$ cat src/iou_match_ram.sv
// Generic single-write, single-read RAM with registered read data.
module iou_match_ram #(
  parameter int WIDTH = 8,
  parameter int DEPTH = 16
) (
  input  logic                                   clk,
  input  logic                                   we,
  input  logic [((DEPTH > 1) ? $clog2(DEPTH) : 1)-1:0] waddr,
  input  logic [WIDTH-1:0]                       wdata,
  input  logic [((DEPTH > 1) ? $clog2(DEPTH) : 1)-1:0] raddr,
  output logic [WIDTH-1:0]                       rdata
);

  logic [WIDTH-1:0] mem [DEPTH];

  // One write port and one registered read port.
  always_ff @(posedge clk) begin
    if (we) begin
      mem[waddr] <= wdata;
    end
    rdata <= mem[raddr];
  end

endmodule

$ cat config.mk
export PLATFORM = sky130hd
export DESIGN_NAME = iou_match_ram
export DESIGN_NICKNAME = d
export VERILOG_FILES = /design/src/iou_match_ram.sv
export SDC_FILE = /design/constraint.sdc
export NUM_CORES = 1
export LEC_CHECK = 0
export ABC_AREA = 1
export BUFFER_PORTS_ARGS = -buffer_cell sky130_fd_sc_hd__buf_2
export CAP_MARGIN = 25
export CORE_MARGIN = 8
export CORE_UTILIZATION = 63
export CTS_BUF_LIST = sky130_fd_sc_hd__clkbuf_2
export DETAILED_ROUTE_END_ITERATION = 10
export GPL_TIMING_DRIVEN = 0
export PLACE_DENSITY = 0.88
export REMOVE_ABC_BUFFERS = 1
export SLEW_MARGIN = 20
export SYNTH_ARGS = -nofsm -noshare
export SYNTH_HDL_FRONTEND = slang
export SYNTH_SLANG_ARGS = --single-unit
export TNS_END_PERCENT = 5
$ cat constraint.sdc
create_clock -name clk -period 1.1 [get_ports clk]
set_input_delay 0.11 -clock clk [delete_from_list [all_inputs] [get_ports clk]]
set_output_delay 0.11 -clock clk [all_outputs]
set_load 0.1 [all_outputs]
# --- After elaboration in Yosys (flattened, before gate mapping) ---
# Memory sizes are Yosys's and may differ from the RTL's. A register that Yosys moved wholly into a read port is not among the register bits.
# Index checks and enable logic that the tools add are counted.
totals:
  register_bits: 0
  ramBits: 128
  out_inout_bits: 8
  mem_count: 1
classes:
  n_mux: 2
memory_table:
  columns: ["memory", "depth", "word_bits", "rd", "rd_clocked_by_memory_dff", "wr", "line", "source"]
  rows:
  - ["mem", 16, 8, 1, 1, 1, "14", "logic [WIDTH-1:0] mem [DEPTH];"]
op_table:
  columns: ["operator", "n"]
  rows:
  - ["$mux 1", 2]

# --- Depth between registers and ports, before layout ---
# Gate-level depths: netlist (run 1).
logic_depth:
  depth_word: 2
  ltp_mapped: 8
  depth_no_buf: 7

# --- Worst setup path before layout (run 1) ---
# Ideal clock, no wire load.
synth_timing:
  path_type: "input port to flip-flop"
  start: "input port waddr[3] in the netlist's numbering"
  end: "memory mem[4][0] (enable)"
  arrival_ns: 0.691
  required_time_ns: 0.730
  path_slack_ns: 0.039
  path_stages: 2
  cell_sequence: "nand3b_1 -> nor2_1"
synth_rtl:
  columns: ["element", "line", "source"]
  rows:
  - ["start, declared", "8", "input logic [((DEPTH > 1) ? $clog2(DEPTH) : 1)-1:0] waddr,"]
  - ["end, declared", "14", null]
# No word-level cell before the write port.

# --- Worst setup path in the final report (run 1) ---
layout_timing:
  start: "register rdata[6] (read register of mem)"
  end: "output port rdata[6]"
layout_rtl:
  columns: ["element", "line", "source"]
  rows:
  - ["start, declared", "11", "output logic [WIDTH-1:0] rdata"]
# No word-level cell between the ends.

==> impl_metrics.yaml, run 1 <==
setup_path:
  worstPathRequired_ns: 0.99
  rr_worst_depth: 6
  setup.worst_path.class: "reg2out"
  cp-end-kind: "output port"
  path_delay_family: "flip-flops"
  crit_path_cell_trace: "buf_12"
  crit_fanout: 1
  slowest_delay_ns: 0.40
  r2r_end: "rdata[0]$_DFF_P_"
  crit_buf_inv: 1
  cp_data_arrival_time_ns: 1.25
  cp_slowest_cell: "dfxtp_2"
  reg2reg_slack_ns: 0.02
  r2r-start: "mem[7][0]$_DFFE_PP_"
  startpoint_type: "register"
pwr:
  clkPwrFrac: 0.306
  combPwrFrac: 0.107
  switching_share: 0.258
  switching_power_mw: 2.57
  ir_worst_vdd_mv: 1.31
  pwr-share-seq: 0.587
  p_per_area_nw_per_um2: 1550
  p_leak_nw: 2.77
  internal-power_mw: 7.39
cells_and_area:
  multi_input_area_sq_um: 1230
  drive_gt1_frac: 0.121
  syn_to_final_growth_pct: 11.1
  fin_util: 0.707
  seqCellArea_sq_um: 4010
  fin_cells: 709
  n_fill_cell: 564
  nNetsFinal: 601
routing:
  routedWlPerCell_um: 18.2
  drt-initial-drc-count: 539
  routed_wl_mm: 12.9
  dr_total_vias: 4004
  ant_nets: 0
  vias_per_cell: 5.65
  route.detailed.drc: 0
  first_pass_iters: 5
floorplanning:
  start_util: 0.636
  die-area_sq_um: 12500
  coreArea_sq_um: 9060
  ios: 26
  rows: 35
  dieWidth_um: 112
  dieHeight_um: 112
yosys:
  ys_ff_latch: 136
  synth-adder-area-share: 0
  synth-xor-area-share: 0
  ys_seq_area_frac: 0.694
  synthCells: 551
  synth_top_family_by_area: "simple AND/OR/NAND/NOR gates"
  ys_types: 12
  yosys.area_share.simple: 0.210
  synth_compound_area_frac: 0
  synthMuxAreaShare: 0
  ys_warn_count: 0
  syn_avg_cell_area_sq_um: 10.5
  synth_area_sq_um: 5770
clock_network:
  root_buffer: "clkbuf_2"
  clk_pin_slew_ns: 0.21
  insertion_delay_ns: 0.68
  cts_tree: "done"
  clockBufferDepth: 2
  cts.sinks: 136
  htree_levels: 4
  cts_setup_buffers: 0
  cts_buffers: 17
timing:
  hold_viol: 0
  finalSetupViolCount: 8
  rsz0062_at_grt: "yes"
  skew_ns: 0.0334
  max_slew_margin: 0.368
  setup_ws_ns: -0.259
  fmax_mhz: 736
  slew_viol_final: 0
  finalCritPeriodShare: 1.24
  min_period_ns: 1.36
  tightestPinTransition_ns: 0.945
global_routing:
  antenna_found_initial: 2
  grt_pass1_wl_mm: 20.5
  grt_pass1_vias: 3867
  grt_start_max_net_pins: 65
  overflow: 0
  grtUsageTotal: 0.216
placement:
  gp_congestion: 0.800
  dpl.cell_count: 664
  dp_hpwl_mm: 7.39
  pre_cts_ws_ns: -1.07
  io_buffers: 25
min_path:
  min_path_cells: 3
  min_from: "we"
  hold_path_end: "mem[0][4]$_DFFE_PP_"
  hp-class: "in2reg"
status:
  outcome: "finished with violations"
  failed_checks: "negative setup slack"
job:
  cap_violations: 0
-- state kept, by name, indices dropped and copies added, names as in the netlist --
name	count
rdata	8
mem	128
-- power groups by stage --
stage	clock (mW)	combinational (mW)	sequential [mW]
3_3_place_gp	0	0.846	5.92
4_1_cts	3.01	1.03	5.84
6_report	3.04	1.07	5.85
2_1_floorplan	0	0.313	6.17
3_5_place_dp	0	0.887	5.93
5_1_grt	3.22	1.14	5.86
-- placed cells by master (no fill, tap or decap), types with 8 or more instances in the layout --
master,count
buf_12,9
buf_2,16
clkbuf_2,19
dfxtp_2,8
dlygate4sd3_1,11
edfxtp_1,128
inv_1,100
nand2_1,172
nand3_1,94
nor2_1,17
-- cell usage after synthesis --
cell type / count / share of area
nand2_1: 173 / 0.11
edfxtp_1: 128 / 0.67
inv_1: 100 / 0.065
nand3_1: 97 / 0.084
nor2_1: 17 / 0.011
buf_2: 13 / 0.011
dfxtp_1: 8 / 0.028
buf_6: 6 / 0.012
buf_4: 4 / 0.0052
inv_2: 2 / 0.0013
nand3b_1: 2 / 0.0026
buf_1: 1 / 0.00065
-- through the flow --
stage	instance area (sq um)	setup TNS [ns]	hold slack, ns	power (mW)
6_report	6410	-1.85	0.0700	9.96
3_5_place_dp	5880	-59.04	0.511	6.82
5_1_grt	6410	-2.44	0.0530	10.2
2_1_floorplan	5600	0	0.209	6.49
4_1_cts	6380	-1.74	0.0648	9.88
3_3_place_gp	5860	-52.17	0.487	6.77
-- how the worst max path moves through the flow --
stage | from | endpoint | slack (ns) | depth (start not counted)
final | rdata[6]$_DFF_P_ | rdata[6] | -0.26 | 1
after global routing | rdata[6]$_DFF_P_ | rdata[6] | -0.32 | 1
after CTS | rdata[6]$_DFF_P_ | rdata[6] | -0.25 | 1
after detailed placement | raddr[0] | rdata[7]$_DFF_P_ | -1.07 | 8
after global placement | raddr[0] | rdata[0]$_DFF_P_ | -1.40 | 8
after floorplan | raddr[0] | rdata[2]$_DFF_P_ | 0.01 | 6
-- routing by layer --
metal	part of all wire	global-route usage	vias up	routed length [um]
met3	0.089	0.0536	49	1150
met2	0.51	0.354	252	6580
met4	0.039	0.117	0	499
met5	0	0	-	0
li1	-	-	1845	-
met1	0.36	0.257	1858	4690
-- kinds of logic (layout without fill, tap and decap cells) --
group / after synthesis / count (layout)
and+or+nand+nor: 289 / 289
DFF: 136 / 136
buffers and inverters: 126 / 171
other: 0 / 2
-- timing repair --
| item | CTS | global route |
|---|---|---|
| hold endpoints to repair | 136 | 0 |
| cloned | 0 | 0 |
| gates resized for setup | 42 | 6 |
| hold buffers | 11 | 0 |
| pin swaps | 0 | 2 |
| endpoints found under the setup margin | 16 | 16 |
-- layout make-up --
class                           instances  area share
Inverter                              102      0.0609
Clock buffer                           19      0.0148
Clock inverter                         13      0.0244
Sequential cell                       136       0.626
Timing Repair Buffer                   37      0.0590
Tap cell                              111      0.0217
Multi-Input combinational cell        289       0.192
Antenna cell                            2    0.000781
Note: power is estimated with default switching activity, not from simulation.
==> inputs of run 2 (changes only) <==
--- a/config.mk
+++ b/config.mk
@@ -8,10 +8,13 @@
 export ABC_AREA = 1
 export BUFFER_PORTS_ARGS = -buffer_cell sky130_fd_sc_hd__buf_2
 export CAP_MARGIN = 25
+export CELL_PAD_IN_SITES_DETAIL_PLACEMENT = 1
+export CELL_PAD_IN_SITES_GLOBAL_PLACEMENT = 2
 export CORE_MARGIN = 8
-export CORE_UTILIZATION = 63
+export CORE_UTILIZATION = 42
 export CTS_BUF_LIST = sky130_fd_sc_hd__clkbuf_2
 export DETAILED_ROUTE_END_ITERATION = 10
+export GPL_ROUTABILITY_DRIVEN = 0
 export GPL_TIMING_DRIVEN = 0
 export PLACE_DENSITY = 0.88
 export REMOVE_ABC_BUFFERS = 1
==> run 2 against run 1 <==
Against the previous run:
- the run still ends with negative setup slack left
- final cell count grew 11%
- final area grew 1.4%
- combinational power is essentially flat
- flip-flop and latch count is the same
- clock-buffer cell count grew 1
- via count shrank 1.6%
- maximum frequency shrank 1.5%
- sequential power is essentially flat
- non-clock buffer count grew 6
- utilization shrank 23 points
- clock power shrank 10%
- largest cell class unchanged
==> impl_metrics.yaml, run 2 (synthesis results as in run 1) <==
placement:
  dp_hpwl_mm: 8.75
  pre_cts_ws_ns: -0.978
  io_buffers: 25
floorplanning:
  start_util: 0.422
  dieHeight_um: 133
  dieWidth_um: 133
  coreArea_sq_um: 13700
  ios: 26
  die-area_sq_um: 17700
  rows: 43
timing:
  rsz0062_at_grt: "yes"
  finalCritPeriodShare: 1.25
  setup_ws_ns: -0.280
  max_slew_margin: 0.339
  slew_viol_final: 0
  tightestPinTransition_ns: 0.988
  timing.hold.ws_ns: 0.0800
  hold_viol: 0
  skew_ns: 0.0193
  finalSetupViolCount: 10
  min_period_ns: 1.38
  fmax_mhz: 725
clock_network:
  clockBufferDepth: 2
  cts.sinks: 136
  htree_levels: 4
  clk_pin_slew_ns: 0.18
  cts_buffers: 17
  cts_setup_buffers: 0
  cts_tree: "done"
  insertion_delay_ns: 0.68
  root_buffer: "clkbuf_2"
global_routing:
  grt_pass1_vias: 4153
  grt_start_max_net_pins: 66
  grt_pass1_wl_mm: 23.0
  grtUsageTotal: 0.175
  overflow: 0
  antenna_found_initial: 2
routing:
  first_pass_iters: 4
  dr_total_vias: 3939
  route.detailed.drc: 0
  vias_per_cell: 5.02
  ant_nets: 0
  routed_wl_mm: 15.2
  drt-initial-drc-count: 155
  routedWlPerCell_um: 19.3
pwr:
  pwr-share-seq: 0.604
  combPwrFrac: 0.114
  switching_power_mw: 2.53
  internal-power_mw: 7.15
  p_per_area_nw_per_um2: 1490
  clkPwrFrac: 0.282
  switching_share: 0.261
  ir_worst_vdd_mv: 0.731
  p_leak_nw: 2.79
status:
  outcome: "finished with violations"
  failed_checks: "negative setup slack"
cells_and_area:
  largest_reg_flops: 128
  reg_top3: "mem (128), rdata (8)"
  drive_gt1_frac: 0.110
  seqCellArea_sq_um: 4010
  final_common_cell: "nand2_1"
  top_register: "mem"
  multi_input_area_sq_um: 1220
  n_fill_cell: 1555
  fin_util: 0.476
  syn_to_final_growth_pct: 12.7
  layout_common_cells: "nand2_1, edfxtp_1, inv_1"
  nNetsFinal: 607
min_path:
  min_path_cells: 3
  hp-class: "in2reg"
setup_path:
  crit_path_cell_trace: "buf_12"
  cp.depth: 1
  crit_buf_inv: 1
  worstPathRequired_ns: 0.99
  cp_data_arrival_time_ns: 1.27
  path_delay_family: "flip-flops"
  rr_worst_depth: 6
  setup.worst_path.class: "reg2out"
  startpoint_type: "register"
  crit_fanout: 1
  slowest_delay_ns: 0.40
  cp-end-kind: "output port"
  cp_slowest_cell: "dfxtp_2"
job:
  cap_violations: 0
run 2: changes by cell type in the layout (fill, tap and decap cells not counted), sizes merged:
cell / before / now
clkinv: 8 / 9
bufinv: 3 / 2
dlymetal6s4s: 0 / 1
dlygate4sd3: 11 / 16
buf: 25 / 26
clkinvlp: 2 / 1
run 2: worst paths after layout:
check                                    startpoint                   to  slack (ns)
worst max-delay path               rdata[7]$_DFF_P_             rdata[7]       -0.28
worst min-delay path                             we  mem[3][0]$_DFFE_PP_        0.08
worst min register to register  mem[7][2]$_DFFE_PP_     rdata[2]$_DFF_P_        0.69
worst max register to register  mem[9][7]$_DFFE_PP_     rdata[7]$_DFF_P_        0.03
run 2: per-stage QoR:
stage	area (sq um)	power, mW	TNS, ns	instances
3_5_place_dp	5970	6.86	-69.01	733
4_1_cts	6490	9.73	-2.51	782
3_3_place_gp	5950	6.81	-65.72	732
5_1_grt	6500	10.0	-3.15	784
6_report	6500	9.68	-2.13	784
2_1_floorplan	5600	6.49	0	527
run 2: power groups by stage:
stage	combinational (mW)	sequential, mW	clock, mW
floorplan	0.313	6.17	0
global placement	0.883	5.92	0
detailed placement	0.921	5.93	0
CTS	1.10	5.85	2.79
global route	1.18	5.86	2.97
finish	1.10	5.85	2.73
run 2: timing repair:
action | 4_1_cts | 5_1_grt
endpoints found under the setup margin | 16 | 16
resized for setup | 42 | 2
hold buffers | 17 | 0
endpoints found under the hold margin | 136 | 0
run 2: layout make-up:
class | count | area share
antenna | 2 | 0.000770
sequential | 136 | 0.617
clock buffer | 20 | 0.0154
tap | 180 | 0.0346
inverter | 102 | 0.0589
multi-input combinational | 289 | 0.187
clock inverter | 12 | 0.0167
timing repair buffer | 43 | 0.0687
run 2: routing by layer:
metal / vias to the layer above / track usage / wire length, um / share of wire
li1: 1851 / - / - / -
met1: 1975 / 0.195 / 5950 / 0.39
met2: 91 / 0.321 / 8150 / 0.54
met3: 22 / 0.0343 / 755 / 0.050
met4: 0 / 0.0692 / 302 / 0.020
met5: - / 0 / 0 / 0
