## src/iou_match_pkg.sv

```systemverilog
// Package with shared constants, types and result codes of the IoU matcher.
package iou_match_pkg;

  localparam int TABLE_DEPTH = 16;
  localparam int COORD_BITS  = 12;

  localparam int IDX_BITS   = (TABLE_DEPTH > 1) ? $clog2(TABLE_DEPTH) : 1;
  localparam int CNT_BITS   = $clog2(TABLE_DEPTH + 1);
  localparam int AREA_BITS  = 2 * COORD_BITS;
  localparam int UNION_BITS = AREA_BITS + 1;
  localparam int PROD_BITS  = AREA_BITS + UNION_BITS;
  localparam int QUOT_BITS  = 17;
  localparam int THR_BITS   = 16;
  localparam int BOX_BITS   = 4 * COORD_BITS;

  localparam logic [1:0] FUNC_LOAD  = 2'd0;
  localparam logic [1:0] FUNC_EVAL  = 2'd1;
  localparam logic [1:0] FUNC_CLEAR = 2'd2;

  localparam logic [1:0] STATUS_OK       = 2'd0;
  localparam logic [1:0] STATUS_NO_MATCH = 2'd1;
  localparam logic [1:0] STATUS_FULL     = 2'd2;

  localparam logic REG_KEEP_HIGH = 1'b0;
  localparam logic REG_KEEP_LOW  = 1'b1;

  typedef logic [COORD_BITS-1:0] coord_t;

  typedef struct packed {
    coord_t l;
    coord_t t;
    coord_t r;
    coord_t b;
  } box_t;

  typedef enum logic [3:0] {
    S_IDLE,
    S_PAREA,
    S_READ,
    S_DIM,
    S_MUL,
    S_UNI,
    S_CMP,
    S_UPD,
    S_DIV_START,
    S_DIV_WAIT
  } state_t;

endpackage

```

## src/iou_match_div.sv

```systemverilog
// Restoring divider that forms floor(num * 65536 / den) one bit per cycle.
module iou_match_div (
  input  logic                                 clk,
  input  logic                                 rst,
  input  logic                                 start,
  input  logic [iou_match_pkg::AREA_BITS-1:0]  num,
  input  logic [iou_match_pkg::UNION_BITS-1:0] den,
  output logic                                 done,
  output logic [iou_match_pkg::QUOT_BITS-1:0]  quot
);
  import iou_match_pkg::*;

  localparam int REM_BITS  = UNION_BITS + 1;
  localparam int STEP_BITS = $clog2(QUOT_BITS + 1);

  logic [REM_BITS-1:0]   rem;
  logic [UNION_BITS-1:0] dvs;
  logic [STEP_BITS-1:0]  steps;
  logic                  first;
  logic                  running;
  logic [REM_BITS-1:0]   cand;
  logic                  take;

  // The numerator never exceeds the denominator, so the first quotient bit
  // is a plain compare and every later bit follows a left shift.
  always_comb begin
    cand = first ? rem : {rem[REM_BITS-2:0], 1'b0};
    take = (cand >= REM_BITS'(dvs));
  end

  always_ff @(posedge clk) begin
    if (rst) begin
      running <= 1'b0;
      done    <= 1'b0;
    end else begin
      done <= 1'b0;
      if (start) begin
        running <= 1'b1;
      end else if (running && steps == STEP_BITS'(1)) begin
        running <= 1'b0;
        done    <= 1'b1;
      end
    end
  end

  // Shift and subtract datapath.
  always_ff @(posedge clk) begin
    if (start) begin
      rem   <= REM_BITS'(num);
      dvs   <= den;
      steps <= STEP_BITS'(QUOT_BITS);
      first <= 1'b1;
      quot  <= '0;
    end else if (running) begin
      rem   <= take ? (cand - REM_BITS'(dvs)) : cand;
      quot  <= {quot[QUOT_BITS-2:0], take};
      steps <= steps - STEP_BITS'(1);
      first <= 1'b0;
    end
  end

endmodule

```

## config.mk

```make
export PLATFORM = sky130hd
export DESIGN_NAME = iou_match_div
export DESIGN_NICKNAME = d
export VERILOG_FILES = /design/src/iou_match_pkg.sv /design/src/iou_match_div.sv
export SDC_FILE = /design/constraint.sdc
export NUM_CORES = 1
export LEC_CHECK = 0
export ABC_AREA = 1
export ABC_CLOCK_PERIOD_IN_PS = 2700
export BUFFER_PORTS_ARGS = -buffer_cell sky130_fd_sc_hd__buf_2
export CORE_UTILIZATION = 40
export DETAILED_ROUTE_END_ITERATION = 8
export PLACE_DENSITY = 0.65
export SETUP_SLACK_MARGIN = 0.5
export SLEW_MARGIN = 25
export SYNTH_ARGS = -nofsm -noshare
export SYNTH_HDL_FRONTEND = slang
export SYNTH_SLANG_ARGS = --single-unit
```

## constraint.sdc

```tcl
create_clock -name clk -period 2.7 [get_ports clk]
set_input_delay 0.27 -clock clk [delete_from_list [all_inputs] [get_ports clk]]
set_output_delay 0.27 -clock clk [all_outputs]
set_load 0.01 [all_outputs]
```

# Word level (Yosys, flattened, before mapping)
# Index checks and enable logic that the tools add are counted.
# word_totals
wordCells	23
out_inout_bits	18
reg_bits	76
inputBits	52
# op_classes
n_reduce_logical	4
eq_ne	1
n_lt_le_gt_ge	1
n_addsub	2
muxes	7
# ops
operator	count
$mux W26	2
$mux W24	2
$ge A26 B25 Y1	1
$sub A26 B25 Y26	1
$eq A5 B1 Y1 const B	1
$sub A5 B1 Y5 const B	1
$reduce_bool A2 Y1	2
$mux W1	3
$reduce_or A2 Y1	1
$logic_and A1 B1 Y1	1

# Depth between registers and ports, before layout
# Gate-level depths: netlist of the first run.
# logic_depth
word_depth	5
depth_mapped	20
depth_no_buf	18

# Least setup slack after synthesis of the first run
# OpenSTA, ideal clock, no wires.
# synth_path
kind	register to register
startpoint	register first
endpoint	register rem[8] (data pin)
arrival_ns	2.391
path_slack_ns	0.056
n_path_buf	3
setup_time_ns	0.253
required_time_ns	2.447
synth_period_minus_slack_ns	2.644
path_stages_with_launch	20
path_cell_list	dfxtp_1 buf_6 inv_4 clkbuf_1 or2_2 o21ai_0 inv_1 ha_1 nand2_2 nor2_4 nand2_1 nor2_2 nand2_1 nand3_4 nor2_8 nand2_8 buf_8 nand2_2 nand3_1 nand2_1
# synth_between
elab_chain_cells	5
elab_cells_between_ends	6
cone_classes	add/sub: 1; order compare: 1; mux: 4
# synth_rtl
item	line_no	source
start, declared	iou_match_div.sv:19	logic first;
start signal, assigned	iou_match_div.sv:52	first <= 1'b1;
start signal, assigned	iou_match_div.sv:58	first <= 1'b0;
$mux W26 (*)	iou_match_div.sv:27	cand = first ? rem : {rem[REM_BITS-2:0], 1'b0};
$sub A26 B25 Y26 or $ge A26 B25 Y1 (tied branches)	iou_match_div.sv:55, iou_match_div.sv:28	
$mux W26 (*)	iou_match_div.sv:55	rem <= take ? (cand - REM_BITS'(dvs)) : cand;
$mux W24 (*)	iou_match_div.sv:54	end else if (running) begin
$mux W24 (*)	iou_match_div.sv:48	if (start) begin
end signal, assigned	iou_match_div.sv:49	rem <= REM_BITS'(num);
end signal, assigned	iou_match_div.sv:55	
end, declared	iou_match_div.sv:16	logic [REM_BITS-1:0] rem;
# Mark *: on every way between the ends. The rest lies on a longest branch, timed or not. The select of a mux whose other input is x is not followed.
# A chain may end at the register's enable or synchronous reset.

# Worst setup path in the final report of the first run
# layout_path
startpoint	register first
endpoint	register rem[17] (data pin)
# The elaborated chain is that of the path after synthesis.

==> summary.txt, run 1 <==
Floorplan
  – Core outline area: 13900 µm²
  – Die Ht: 121 µm
  – Number of core rows: 43
  – Die width: 121 µm
  – Io pins: 70
  – Full die area: 14700 µm²
  – Starting Density: 41.0%

Timing
  – Fmax: 383 MHz
  – Final setup TNS: 0 ps
  – Post-route minimum period: 2610 ps
  – Final hold vios: 0
  – Slew Limit Fails: 0
  – Fin crit share: 96.6%
  – Worst-margin pin slew: 446 ps
  – RSZ-0062 raised after global routing: true
  – Rel. slew slack: 70.1%
  – Clk_skew: 11.4 ps
  – Final setup viols: 0

Clock tree
  – # clock sinks: 76
  – Num CTS Buffers: 9
  – H-tree depth: 3
  – Worst-path clk slew: 70 ps
  – Clock Latency Late Sink: 350 ps
  – Clock Tree Buf Depth: 2
  – CTS tree: done
  – CTS root buf: clkbuf_16
  – Cts hold-fix bufs: 0

Global routing
  – Pin count of the biggest net entering global routing: 34
  – Global-route wire length before repair: 25.8 mm
  – Vias in the first global route: 5248
  – GRT Total Usage: 22.8%
  – Initial antenna violation count: 0
  – GRT Residual Overflow: 0

Route
  – Detailed Route Iter0 Violations: 310
  – Met1 Wirelength: 7.29 mm
  – # DRC: 0
  – Drt first pass iters: 5
  – Top Layer Used: met4
  – Met2 routed WL: 7.09 mm
  – Wirelength per Cell: 14.0 µm
  – Via density: 4.76
  – Met3 WL: 771 µm
  – Antenna viol nets, final: 0
  – Total vias in the final route: 5322
  – Total detailed-routing wirelength: 15.6 mm

Worst setup path
  – CP Launch Type: flip-flop
  – Slowest cell on the critical path: dfxtp_4
  – Critical path arrival: 2710 ps
  – Slowest cell delay on critical path: 390 ps
  – Worst Setup End Kind: flip-flop
  – CP cell instances: inv_8, buf_4, or2_4, o21ai_4, inv_2, ha_4, nand2_4, nor2_4, nand2_2, nor2_4, nand2_2, nand3_4, nor2_8, buf_12, nand2_8, nand2_1, nand3_1, nand2_1
  – CP Max Fanout: 18
  – WP data required: 2800 ps
  – CP Class: reg2reg

Synth
  – Synth Cell Area: 5690 µm²
  – Most common cell in the netlist: nand2_1
  – Syn nets: 905
  – Ys Warns: 0
  – Register area share after synthesis: 35.4%
  – Synth async-reset ratio: 0%
  – EDFF count, synth: 49
  – Cells after Synth: 822
  – Cell variety after synth: 39
  – Post-synth top flop: edfxtp_1
  – Syn Area/Cell: 6.92 µm²
  – Synth cell count leaders: nand2_1 (265), inv_1 (162), nand3_1 (71)
  – Synth area leaders: edfxtp_1 (26%), nand2_1 (17%), inv_1 (11%), dfxtp_1 (9.5%), ha_1 (6.6%)
  – Yosys reg bits: 76
  – Area leader, netlist: edfxtp_1
  – Area share of the largest cell type after synthesis: 25.9%

Placed design
  – Post-Place Cells: 1082
  – I/O Buffers: 69
  – Routability Congestion: 0.939
  – HPWL after DPL: 11.2 mm

Cells and area
  – Layout area overhead: 35.5%
  – Nets@finish: 1017
  – Layout cells sized above 1: 33.5%
  – Antenna cells: 0
  – Fin cells: 1119
  – Layout Utilization: 55.5%

Min path
  – HP Class: in2reg

Power
  – Static leakage: 3.86 nW
  – Peak VDD IR: 0.506 mV
  – Cell area power density: 775 nW/µm²

Run
  – Max Cap Viol: 0

Status
  – Status: finished clean
logic make-up (layout without fill, tap and decap cells):
logic type | Yosys count | count (layout) | synth area share (%)
and+or+nand+nor | 449 | 452 | 36.4
buffers and inverters | 192 | 306 | 13.6
DFF | 76 | 76 | 35.4
AOI/OAI and AO/OA | 65 | 65 | 6.27
adders and majority gates | 31 | 31 | 6.95
xor gates and xnor gates | 9 | 9 | 1.39
sequential cells by signal, summed over array words and instances (netlist names):
register  cells
first         1
quot         17
steps         5
done          1
rem          26
running       1
dvs          25
where the power goes:
group / internal, W / switching [W] / leakage (nW)
Clock: 0.000646 / 0.000557 / 0.145
Combinational: 0.00140 / 0.00187 / 3.01
Sequential: 0.00141 / 0.0000907 / 0.707
Total: 0.00345 / 0.00252 / 3.86
placed cells by master, fill, tap and decap left out, types with 22 or more instances in the layout:
cell type and instances:
buf_2 69, buf_4 33, dfxtp_1 26, edfxtp_1 49
ha_4 22, inv_1 146, inv_2 23, nand2_1 242
nand2_2 32, nand3_1 57, nor2_1 24
timing repair:
action / 4_1_cts / 5_1_grt
pin swaps: 18 / 4
resized for setup: 28 / 35
setup endpoints to repair: 27 / 27
gates cloned: 4 / 1
buffers inserted: 13 / 3
per-stage QoR:
stage                     area, µm²  total power [W]  hold WS (ps)  setup WS [ps]
after global placement         6890          0.00429           435           16.0
after floorplan                6240          0.00371           349            206
after CTS                      7520          0.00585          80.4            105
after global routing           7700          0.00640          83.8          -55.8
final                          7700          0.00597          91.5           91.0
after detailed placement       6890          0.00430           448          -8.09
final timing paths:
| kind | cells past startpoint | slack, ps | endpoint | start |
|---|---|---|---|---|
| setup reg to reg | 18 | 90 | rem[17]$_DFFE_PP_ | first$_SDFFE_PP1P_ |
| hold reg to reg | 2 | 460 | quot[16]$_SDFFE_PP0P_ | quot[16]$_SDFFE_PP0P_ |
| hold / removal | 1 | 90 | dvs[6]$_DFFE_PP_ | den[6] |
| setup / recovery | 18 | 90 | rem[17]$_DFFE_PP_ | first$_SDFFE_PP1P_ |
worst max-delay path: cells and delay by family, from the launching register on:
| family | cells | cell delay (ps) |
|---|---|---|
| AO/OA/AOI/OAI | 1 | 80 |
| adder cells (fa/ha/maj) | 1 | 300 |
| buffers and inverters | 4 | 420 |
| AND/OR/NAND/NOR | 12 | 1180 |
| flip-flops | 1 | 390 |
cell type report:
type	instances	area (µm²)
clock buffers	9	225
clock inverters	7	63.8
fillers	1332	6180
inverters	174	662
multi-input cells	557	3660
flip-flops and latches	76	2020
well taps	180	225
repair buffers	116	850
routing by layer:
metal / up-vias / GRT usage (%)
li1: 2798 / -
met1: 2349 / 30.6
met2: 140 / 36.1
met3: 35 / 4.75
met4: 0 / 8.26
met5: - / 0
Note: power is estimated with default switching activity, not from simulation.
==> run 2, diff against run 1 <==
--- a/config.mk
+++ b/config.mk
@@ -8,9 +8,12 @@
 export ABC_AREA = 1
 export ABC_CLOCK_PERIOD_IN_PS = 2700
 export BUFFER_PORTS_ARGS = -buffer_cell sky130_fd_sc_hd__buf_2
-export CORE_UTILIZATION = 40
+export CAP_MARGIN = 20
+export CELL_PAD_IN_SITES_DETAIL_PLACEMENT = 2
+export CELL_PAD_IN_SITES_GLOBAL_PLACEMENT = 2
+export CORE_UTILIZATION = 30
 export DETAILED_ROUTE_END_ITERATION = 8
-export PLACE_DENSITY = 0.65
+export PLACE_DENSITY = 0.81
 export SETUP_SLACK_MARGIN = 0.5
 export SLEW_MARGIN = 25
 export SYNTH_ARGS = -nofsm -noshare
==> summary.txt, run 2 (same netlist as run 1, synthesis figures left out) <==
Status
  – Status: finished, violations left
  – Failing checks: setup timing

Floorplan
  – Die Ht: 140 µm
  – Starting Density: 31.1%
  – Io pins: 70
  – Full die area: 19500 µm²
  – Number of core rows: 49
  – Die width: 140 µm
  – Core outline area: 18300 µm²

Timing
  – Slew Limit Fails: 0
  – Worst-margin pin slew: 534 ps
  – Post-route minimum period: 3130 ps
  – Rel. slew slack: 64.2%
  – Final setup viols: 27
  – RSZ-0062 raised after global routing: true
  – Final WS setup: -430 ps
  – Clk_skew: 19.2 ps
  – Final setup TNS: -8060 ps
  – Fmax: 319 MHz
  – Final hold vios: 0
  – Fin crit share: 116%

Worst setup path
  – CP Launch Type: flip-flop
  – Worst Setup End Kind: flip-flop
  – WP data required: 2830 ps
  – CP Max Fanout: 6
  – CP Class: reg2reg
  – Critical path arrival: 3260 ps

Clock tree
  – Worst-path clk slew: 80 ps
  – Clock Latency Late Sink: 380 ps
  – H-tree depth: 3
  – Clock Tree Buf Depth: 2
  – CTS root buf: clkbuf_16
  – Num CTS Buffers: 9
  – CTS tree: done
  – Cts hold-fix bufs: 0
  – # clock sinks: 76

Power
  – Static leakage: 4.36 nW
  – Power Total: 0.00798 W
  – Peak VDD IR: 0.664 mV
  – Cell area power density: 912 nW/µm²

Route
  – Detailed Route Iter0 Violations: 380
  – Via density: 5.59
  – Antenna viol nets, final: 0
  – Drt first pass iters: 5
  – Total detailed-routing wirelength: 36.6 mm
  – Wirelength per Cell: 29.7 µm
  – # DRC: 0
  – Total vias in the final route: 6887

Cells and area
  – Layout Utilization: 47.9%
  – Fill cells: 2042
  – Layout area overhead: 54.0%
  – Layout cells sized above 1: 45.1%
  – Most frequent cells in the layout: nand2_1 (204), inv_1 (137), buf_4 (92)
  – Nets@finish: 1081
  – Most common cell after layout, fill and taps aside: nand2_1
  – Top reg by flops: rem
  – Antenna cells: 0
  – Largest regs: rem (26), dvs (25), quot (17)
  – Max reg flops: 26

Global routing
  – GRT Total Usage: 32.7%
  – Pin count of the biggest net entering global routing: 39
  – Global-route wire length before repair: 47.0 mm
  – Vias in the first global route: 7401
  – GRT Residual Overflow: 0
  – Initial antenna violation count: 1

Placed design
  – Routability Congestion: 0.829
  – HPWL after DPL: 16.9 mm
  – I/O Buffers: 69

Min path
  – HP Class: in2reg

Run
  – Max Cap Viol: 0
-- run 2: power breakdown --
| group | leakage [nW] | total [W] | switching, W | internal, W |
|---|---|---|---|---|
| combinational | 3.51 | 0.00513 | 0.00315 | 0.00198 |
| clock | 0.140 | 0.00129 | 0.000648 | 0.000646 |
| sequential | 0.707 | 0.00156 | 0.000151 | 0.00141 |
| total | 4.36 | 0.00798 | 0.00395 | 0.00404 |
-- run 2: final cells by class --
cell class / instances / area [µm²] / area share (%)
clock buffers: 9 / 225 / 2.57
clock inverters: 7 / 67.6 / 0.772
inverters: 174 / 662 / 7.56
multi-input cells: 556 / 4120 / 47.1
flip-flops and latches: 76 / 2020 / 23.0
well taps: 229 / 287 / 3.27
repair buffers: 180 / 1370 / 15.7
repair inverters: 1 / 6.26 / 0.0714
-- run 2: critical path, cell delays in order, from the launching register on --
cell	delay [ps]
dfxtp_4	440
inv_4	80
or2_2	290
o21ai_2	100
inv_2	100
ha_4	300
nand2_1	110
buf_4	160
nor2_1	230
nand3_1	230
nand2_2	210
nand2_1	90
nand2_1	150
nand2_1	80
inv_1	100
o21ai_4	60
nand3_2	60
nand2_1	70
-- run 2: final timing paths --
check / from / slack [ps] / cells after the start / end
max: first$_SDFFE_PP1P_ / -430 / 17 / rem[11]$_DFFE_PP_
min: den[15] / 70 / 1 / dvs[15]$_DFFE_PP_
max reg2reg: first$_SDFFE_PP1P_ / -430 / 17 / rem[11]$_DFFE_PP_
min reg2reg: steps[4]$_SDFFE_PP1P_ / 510 / 1 / steps[4]$_SDFFE_PP1P_
-- run 2: what timing repair did --
action / 4_1_cts / 5_1_grt
gates cloned: 5 / 0
pin swaps: 35 / 37
endpoints found under the setup margin: 27 / 27
gates resized for setup: 108 / 84
buffers inserted: 37 / 16
-- run 2: per-layer routing --
| metal | part of all wire (%) | up-vias | global-route usage, % |
|---|---|---|---|
| met2 | 48 | 358 | 58.0 |
| met4 | 6.0 | 0 | 14.4 |
| met3 | 6.2 | 134 | 5.40 |
| met5 | 0 | - | 0 |
| met1 | 40 | 3490 | 38.8 |
| li1 | - | 2905 | - |
-- run 2: per-stage QoR --
| stage | instance area (µm²) | hold slack (ps) | worst slack, ps | instances |
|---|---|---|---|---|
| 2_1_floorplan | 6240 | 349 | 206 | 822 |
| 3_3_place_gp | 7130 | 446 | -67.3 | 1158 |
| 3_5_place_dp | 7130 | 449 | -236 | 1158 |
| 4_1_cts | 8290 | 80.2 | -53.0 | 1216 |
| 5_1_grt | 8760 | 68.9 | -425 | 1232 |
| 6_report | 8760 | 72.0 | -430 | 1232 |
==> run 3, diff against run 2 <==
--- a/config.mk
+++ b/config.mk
@@ -13,7 +13,7 @@
 export CELL_PAD_IN_SITES_GLOBAL_PLACEMENT = 2
 export CORE_UTILIZATION = 30
 export DETAILED_ROUTE_END_ITERATION = 8
-export PLACE_DENSITY = 0.81
+export PLACE_DENSITY_LB_ADDON = 0.1
 export SETUP_SLACK_MARGIN = 0.5
 export SLEW_MARGIN = 25
 export SYNTH_ARGS = -nofsm -noshare
==> summary.txt, run 3 (same netlist as run 1, synthesis figures left out) <==
Route
  – Antenna viol nets, final: 0
  – Detailed Route Iter0 Violations: 242
  – Via density: 5.15
  – Total vias in the final route: 6454
  – Total detailed-routing wirelength: 31.1 mm
  – Wirelength per Cell: 24.8 µm
  – # DRC: 0
  – Drt first pass iters: 4

Timing
  – Final setup viols: 27
  – Fin crit share: 110%
  – Post-route minimum period: 2980 ps
  – Fmax: 335 MHz
  – Rel. slew slack: 53.4%
  – Worst-margin pin slew: 699 ps
  – Clk_skew: 16.7 ps
  – Slew Limit Fails: 0
  – Final WS setup: -283 ps
  – RSZ-0062 raised after global routing: true
  – Final hold vios: 0
  – Final setup TNS: -4480 ps

Global routing
  – Global-route wire length before repair: 37.8 mm
  – Pin count of the biggest net entering global routing: 34
  – Vias in the first global route: 6910
  – GRT Total Usage: 25.6%
  – GRT Residual Overflow: 0
  – Initial antenna violation count: 0

Placed design
  – I/O Buffers: 69
  – Routability Congestion: 0.871
  – HPWL after DPL: 17.3 mm
  – Placement Cell Area: 7210 µm²

Cells and area
  – Top reg by flops: rem
  – Final instance area: 9020 µm²
  – Antenna cells: 0
  – Layout cells sized above 1: 48.3%
  – Nets@finish: 1101
  – Most frequent cells in the layout: nand2_1 (186), inv_1 (134), buf_4 (103)
  – Max reg flops: 26
  – Most common cell after layout, fill and taps aside: nand2_1
  – Layout area overhead: 58.6%
  – Area of the multi-input gates: 4190 µm²
  – Largest regs: rem (26), dvs (25), quot (17)
  – Reg area: 2020 µm²
  – Fill cells: 2024

Floorplan
  – Core outline area: 18300 µm²
  – Full die area: 19500 µm²
  – Number of core rows: 49
  – Starting Density: 31.1%
  – Die Ht: 140 µm
  – Io pins: 70
  – Die width: 140 µm

Clock tree
  – Clock Tree Buf Depth: 2
  – CTS tree: done
  – Clock Latency Late Sink: 390 ps
  – Num CTS Buffers: 9
  – H-tree depth: 3
  – # clock sinks: 76
  – CTS root buf: clkbuf_16
  – Cts hold-fix bufs: 0
  – Worst-path clk slew: 80 ps

Power
  – Static leakage: 4.43 nW
  – Cell area power density: 859 nW/µm²
  – Power Total: 0.00775 W
  – Peak VDD IR: 0.674 mV

Worst setup path
  – CP Class: reg2reg
  – Worst Setup End Kind: flip-flop
  – CP Launch Type: flip-flop
  – CP Max Fanout: 4
  – WP data required: 2840 ps
  – Critical path arrival: 3120 ps

Min path
  – HP Class: in2reg

Status
  – Failing checks: setup timing
  – Status: finished, violations left

Run
  – Max Cap Viol: 0
-- run 3: where the power goes --
part / switching [W] / total [W] / leakage, nW / internal, W
registers: 0.000130 / 0.00154 / 0.707 / 0.00141
logic: 0.00285 / 0.00483 / 3.57 / 0.00198
clock network: 0.000669 / 0.00138 / 0.155 / 0.000708
total: 0.00365 / 0.00775 / 4.43 / 0.00410
-- run 3: worst paths after layout --
check	startpoint	endpoint	slack [ps]	cells after the start
worst max-delay path	rem[17]$_DFFE_PP_	rem[22]$_DFFE_PP_	-280	18
worst min-delay path	den[17]	dvs[17]$_DFFE_PP_	50	1
worst max register to register	rem[17]$_DFFE_PP_	rem[22]$_DFFE_PP_	-280	18
worst min register to register	steps[4]$_SDFFE_PP1P_	steps[4]$_SDFFE_PP1P_	490	1
-- run 3: worst max-delay path, stage by stage (launching register included) --
cell	delay [ps]
edfxtp_1	430
or2_4	290
o21ai_1	130
buf_4	200
inv_4	40
ha_4	290
nand2_4	80
nor2_4	140
buf_6	120
buf_4	110
nand2_1	120
nor2_1	150
nand2_1	120
nand3_1	150
nand2_1	100
nand2_2	90
nand2_4	50
nand3_2	50
nand2_1	70
-- run 3: per-layer routing --
| layer | share of wire [%] | wire [µm] | track usage (%) |
|---|---|---|---|
| met5 | 0 | 0 | 0 |
| met4 | 4.4 | 1370 | 10.0 |
| met3 | 3.7 | 1160 | 3.30 |
| met2 | 51 | 15900 | 47.3 |
| met1 | 41 | 12700 | 29.9 |
-- run 3: area by class of cell --
cell class / instances / share of cell area [%]
Multi-Input combinational cell: 558 / 46.4
Sequential cell: 76 / 22.4
Timing Repair Buffer: 199 / 17.2
Inverter: 174 / 7.38
Tap cell: 229 / 3.18
Clock buffer: 10 / 2.77
Clock inverter: 6 / 0.721
-- run 3: stage by stage --
stage          util (%)  worst slack, ps  std cells  hold WS (ps)
2_1_floorplan         -              206        822           349
3_3_place_gp       39.5             -308       1167           442
3_5_place_dp       39.5             -412       1167           449
4_1_cts            44.0            -28.7       1201          73.0
5_1_grt            49.4             -383       1252          51.9
6_report           49.4             -283       1252          49.4
-- run 3: repair_timing --
| item | 4_1_cts | 5_1_grt |
|---|---|---|
| endpoints found under the setup margin | 27 | 27 |
| gates cloned | 4 | 3 |
| pin swaps | 18 | 73 |
| resized for setup | 86 | 138 |
| buffers inserted | 14 | 48 |
